===== src/rtl/core/pfd_pkg.sv =====
// shared types and constants for the periodic fractional distance block
// no dependencies; every other file refers to it by scoped names
package pfd_pkg;

   localparam int COORD_W    = 32;   // fractional coordinate, unsigned Q0.32
   localparam int LAT_W      = 32;   // lattice component, signed Q16.16
   localparam int DIST_W     = 32;   // distance, unsigned Q16.16
   localparam int IN_DATA_W  = 6 * COORD_W;
   localparam int CSR_DATA_W = 64;
   localparam int CSR_ADDR_W = 6;
   localparam int REG_IDX_W  = 3;
   localparam int RAD_W      = 64;   // integer root radicand
   localparam int ROOT_W     = 32;   // root bits, one per stage
   localparam int REM_W      = ROOT_W + 3;

   typedef enum logic [REG_IDX_W-1:0] {
      REG_AX_AY = 3'd0,
      REG_AZ_BX = 3'd1,
      REG_BY_BZ = 3'd2,
      REG_CX_CY = 3'd3,
      REG_CZ    = 3'd4
   } reg_idx_type;

   // a.x a.y a.z b.x b.y b.z c.x c.y c.z in elements 0 to 8
   typedef logic [8:0][LAT_W-1:0] lattice_type;

   typedef struct packed {
      logic valid;
      logic sat;
   } sqrt_tag_type;

endpackage


===== src/rtl/core/pfd_sqrt_stage.sv =====
// one stage of the digit-by-digit integer square root: one root bit per stage
// uses pfd_pkg for widths and the tag struct
module pfd_sqrt_stage (
   input  logic                        clock,
   input  logic                        reset,
   input  logic                        en,
   input  pfd_pkg::sqrt_tag_type       in_tag,
   input  logic [pfd_pkg::RAD_W-1:0]   in_rad,
   input  logic [pfd_pkg::REM_W-1:0]   in_rem,
   input  logic [pfd_pkg::ROOT_W-1:0]  in_root,
   output pfd_pkg::sqrt_tag_type       out_tag,
   output logic [pfd_pkg::RAD_W-1:0]   out_rad,
   output logic [pfd_pkg::REM_W-1:0]   out_rem,
   output logic [pfd_pkg::ROOT_W-1:0]  out_root
);

   localparam int REM_W  = pfd_pkg::REM_W;
   localparam int ROOT_W = pfd_pkg::ROOT_W;
   localparam int RAD_W  = pfd_pkg::RAD_W;

   logic                  valid_ff;
   logic                  sat_ff;
   logic [REM_W-1:0]      rem_sh, trial;
   logic [REM_W-1:0]      rem_in, rem_ff;
   logic [ROOT_W-1:0]     root_in, root_ff;
   logic [RAD_W-1:0]      rad_in, rad_ff;

   always_comb begin
      // bring down the next two radicand bits
      rem_sh = {in_rem[REM_W-3:0], in_rad[RAD_W-1 -: 2]};
      trial  = REM_W'({in_root, 2'b01});
      rad_in = {in_rad[RAD_W-3:0], 2'b00};
      if (rem_sh >= trial) begin
         rem_in  = rem_sh - trial;
         root_in = {in_root[ROOT_W-2:0], 1'b1};
      end else begin
         rem_in  = rem_sh;
         root_in = {in_root[ROOT_W-2:0], 1'b0};
      end
   end

   always_ff @(posedge clock) begin
      if (reset) begin
         valid_ff <= 1'b0;
      end else if (en) begin
         valid_ff <= in_tag.valid;
      end
   end

   always_ff @(posedge clock) begin
      if (en) begin
         sat_ff  <= in_tag.sat;
         rem_ff  <= rem_in;
         root_ff <= root_in;
         rad_ff  <= rad_in;
      end
   end

   assign out_tag.valid = valid_ff;
   assign out_tag.sat   = sat_ff;
   assign out_rad       = rad_ff;
   assign out_rem       = rem_ff;
   assign out_root      = root_ff;

endmodule


===== config.mk =====
export PLATFORM = sky130hd
export DESIGN_NAME = pfd_sqrt_stage
export DESIGN_NICKNAME = d
export VERILOG_FILES = /design/src/rtl/core/pfd_pkg.sv /design/src/rtl/core/pfd_sqrt_stage.sv
export SDC_FILE = /design/constraint.sdc
export NUM_CORES = 1
export LEC_CHECK = 0
export BUFFER_PORTS_ARGS = -buffer_cell sky130_fd_sc_hd__clkbuf_2
export CORE_MARGIN = 10
export CORE_UTILIZATION = 48
export DETAILED_ROUTE_END_ITERATION = 8
export PLACE_DENSITY = 0.8
export SLEW_MARGIN = 10
export SYNTH_ARGS = -nofsm -noshare
export SYNTH_HDL_FRONTEND = slang
export SYNTH_SLANG_ARGS = --single-unit

===== constraint.sdc =====
create_clock -name clock -period 3.05 [get_ports clock]
set_input_delay 0.1525 -clock clock [delete_from_list [all_inputs] [get_ports clock]]
set_output_delay 0.1525 -clock clock [all_outputs]
set_load 0.03 [all_outputs]

-- Word-level counts from Yosys, hierarchy flattened
Index checks and enable logic that the tools add are counted.
- flip-flop bits (word level): 131
- input bits: 136
- output and inout bits: 133
- word-level logic and storage cells: 9
- add/sub/neg operators: 1
- $lt $le $gt $ge: 1
- multiplexer cells: 2
- operator list (kind ; number):
    $ge A35 B34 Y1 ; 1
    $mux W35 ; 1
    $sub A35 B34 Y35 ; 1
    $mux W1 ; 1

-- Longest topological paths before layout
- depth in word-level cells: 2
- mapped depth: 14
- gate-level depth less buffers: 11

-- Least setup slack after synthesis
No wires, ideal clock.
- path type: input port to flip-flop
- start point: in in_root[0] in the netlist's numbering
- end point: reg rem_ff[34] (netlist: out_rem[34]) (data pin)
- setup time: 0.256 ns
- data arrival time: 2.299 ns
- data required time: 2.794 ns
- slack: 0.496 ns
- cell stages on the path: 11
- path buffers: 1
- path through: inv_1 ha_1 o211ai_1 o211ai_1 a311o_1 and3_1 or3_1 nand2_2 buf_2 a211oi_1 a31o_2
- cells in the longest elaborated chain, start to end: 2
- elaborated cells between the ends (all ways): 3
- those cells by class: 1 x add/sub; 1 x order compare; 1 x mux
- RTL lines (element ; line ; RTL):
    start: declaration ; pfd_sqrt_stage.sv:10 ; input logic [pfd_pkg::ROOT_W-1:0] in_root,
    $sub A35 B34 Y35 or $ge A35 B34 Y1 (tied branches) ; pfd_sqrt_stage.sv:34, pfd_sqrt_stage.sv:33 ;
    $mux W35 * ; pfd_sqrt_stage.sv:33 ; if (rem_sh >= trial) begin
    named net rem_in[34] ; pfd_sqrt_stage.sv:24 ; logic [REM_W-1:0] rem_in, rem_ff;
    end signal: assignment ; pfd_sqrt_stage.sv:53 ; rem_ff <= rem_in;
    end: declaration ; pfd_sqrt_stage.sv:24 ;
Mark *: on every way through the listed nets, which the timed path passes. The rest lies on a longest branch.
A chain may end at the register's enable or synchronous reset.

-- Final worst setup path
- start point: in in_root[6] in the netlist's numbering
- end point: reg rem_ff[32] (netlist: out_rem[32]) (data pin)
The elaborated chain is that of the path after synthesis.

==> run metrics <==
largest cells by area after synthesis=edfxtp_1 61%, ha_1 6.6%, a21oi_1 4.0%; Crit Path Category=primary input to flip-flop; Clock Tree Buf Depth=2; Final Skew=0 ns; Die ar.=18400 um2; asr flop ratio synth=0%; post-route ant nets=0; Peak supply drop=274 uV; I/O Buffers=264; core area=roughly 13000 um2; Avg Cell Area, Syn=12.0 um2; fin crit period=a little under 3 ns; Final nets=about 1100; layout cells sized above 1=between 30% and 40%; dpl cells=slightly below 1000; final slew viol count=0; status=finished, final reports clean; required time of the critical path=3.31 ns; power per cell area=608 nW/um2; average wire per standard cell=19.7 um; first-pass iteration count of the detailed router=5; routed wl met2=11100 um; Placed Area=roughly 8000 um2; Seq/Total Area, Yosys=61.3%; hold_ws=between 0.02 and 0.03 ns; fin cells=1094; grt total ovfl=0; vias in the first global route=around 5800; via/cell ratio=5.14; count leader, synth=edfxtp_1; std cell rows=42; Hold/Removal Path Class=primary input to flip-flop; DR iter-0 viols=just under 400; Skew-Pair Late Insertion Delay=approximately 0.4 ns; CTS Sinks=131; Total Wirelength=21500 um; Vias=5622; Initial Util=approximately half; CTS tree=built; Worst Path Arrival=3.18 ns; Post-Syn Instances=535; Die W=136 um; routability cong.=0.906; Critical Path End Type=flip-flop; Power Total=5.81 mW; drc violations=0; clk slew on worst S/H paths=roughly 0.06 ns; Post-synth EDFFs=130; synthesis warning total=0; DRT met1 WL=8050 um; RSZ-0062 raised after global routing=true; final worst slack=roughly 0.13 ns; reg2reg start=valid_ff; Synth Register Bits=approximately 130; WL met3=1920 um; sum of negative setup slack=0 ns; first-pass GRT wire length=32800 um; DP Worst Slack=0.0740 ns; Pleak=4.34 nW; Synth Flop Type=edfxtp_1; IO Count=269; GRT Total Usage=23.2%; fin area=between 9000 and 10000 um2; CTS H-Tree Depth=4; total CTS buffers=17; final hold vios=0; Die H=136 um; Post-Synthesis Cell Area=6400 um2; Slew HR=62.8%; FMAX=342 MHz; hold path start=in_rem[20]; Final HPWL DP=15300 um; fin crit share=95.8%; Netlist cell types=a little over 50; CP Launch Type=primary input; initial antenna violation count=2; largest net degree at the start of global routing=64; area grow syn2layout=49.1%; Yosys top cell area share=roughly 60%; Tightest Pin Transition=0.558 ns; CP max FO=26; Final Setup Violations=0; Synth area leader=edfxtp_1; top post-synthesis cells by count=130 x edfxtp_1, 51 x a21oi_1, 44 x nor2_1; post-layout util=about 73%; max layer used=met5; max-cap violation count=0; Root Driver=clkbuf_16; critical path launch point=in_root[6]
cells by family (layout without fill, tap and decap cells):
kind of cell / after synthesis / count (layout) / share of synthesized area [%]
and+or+nand+nor: 142 / 142 / 10.4
AOI/OAI and AO/OA: 132 / 132 / 12.9
DFF: 131 / 131 / 61.3
buffers and inverters: 64 / 445 / 4.38
adders and majority gates: 34 / 34 / 6.64
xor gates and xnor gates: 28 / 28 / 3.83
muxes: 3 / 3 / 0.488
other: 1 / 3 / 0.0586
power breakdown:
| part | internal, mW | switching (mW) | leakage (nW) |
|---|---|---|---|
| clock | 1.29 | 0.786 | 0.284 |
| combinational | 0.518 | 0.941 | 2.78 |
| sequential | 2.21 | 0.0569 | 1.28 |
critical path: stages:
cell,delay [ns]
dlygate4sd3_1,0.56
clkbuf_2,0.13
inv_1,0.06
ha_2,0.30
a21oi_1,0.15
o21bai_1,0.11
a311o_1,0.38
and3_1,0.20
or3_1,0.42
nand2_4,0.13
inv_4,0.11
buf_12,0.17
o211a_1,0.12
nor3_2,0.17
per-layer routing:
layer	vias to the layer above	GRT usage [%]
met3	39	8.31
met4	2	7.18
li1	2707	-
met2	263	41.0
met5	-	0
met1	2611	25.5
sequential cells by signal, indices dropped and copies added (netlist names):
name      cells
out_root     32
valid_ff      1
out_rem      35
out_rad      62
sat_ff        1
final timing paths:
check                              endpoint  slack [ns]  cells past startpoint
worst min-delay path            out_rem[22]        0.03                      3
worst min register to register     valid_ff        1.18                      3
worst max register to register     valid_ff        1.80                      3
worst max-delay path            out_rem[32]        0.13                     14
layout make-up:
type | instances | area, um2
diodes | 1 | 2.50
multi-input cells | 341 | 2230
repair buffers | 375 | 2420
clock inverters | 14 | 178
flip-flops and latches | 131 | 3920
well taps | 176 | 220
clock buffers | 18 | 429
fillers | 885 | 3590
inverters | 38 | 145
what timing repair did:
action	4_1_cts	5_1_grt
setup endpoints to repair	0	25
endpoints found under the hold margin	95	0
setup buffers	0	1
gates resized for setup	0	10
hold buffers	96	0
layout by cell type (no fill, tap or decap), types with 4 or more instances in the layout:
master         count
buf_4             14
clkbuf_16         17
dlygate4sd3_1     96
edfxtp_1         130
nand3_1           12
inv_1             37
nand2b_1           8
a21oi_1           49
a21o_1            14
and3_1             8
clkinvlp_4         4
xnor2_1           16
o211ai_1           5
clkbuf_2         263
xor2_1            12
nand2_1           43
a31oi_1            6
o21a_1             4
ha_1              33
nor2_1            44
nor3_1             6
a211oi_1           7
nand4_1            7
o21ai_0           19
(Power assumes the default switching activity.)
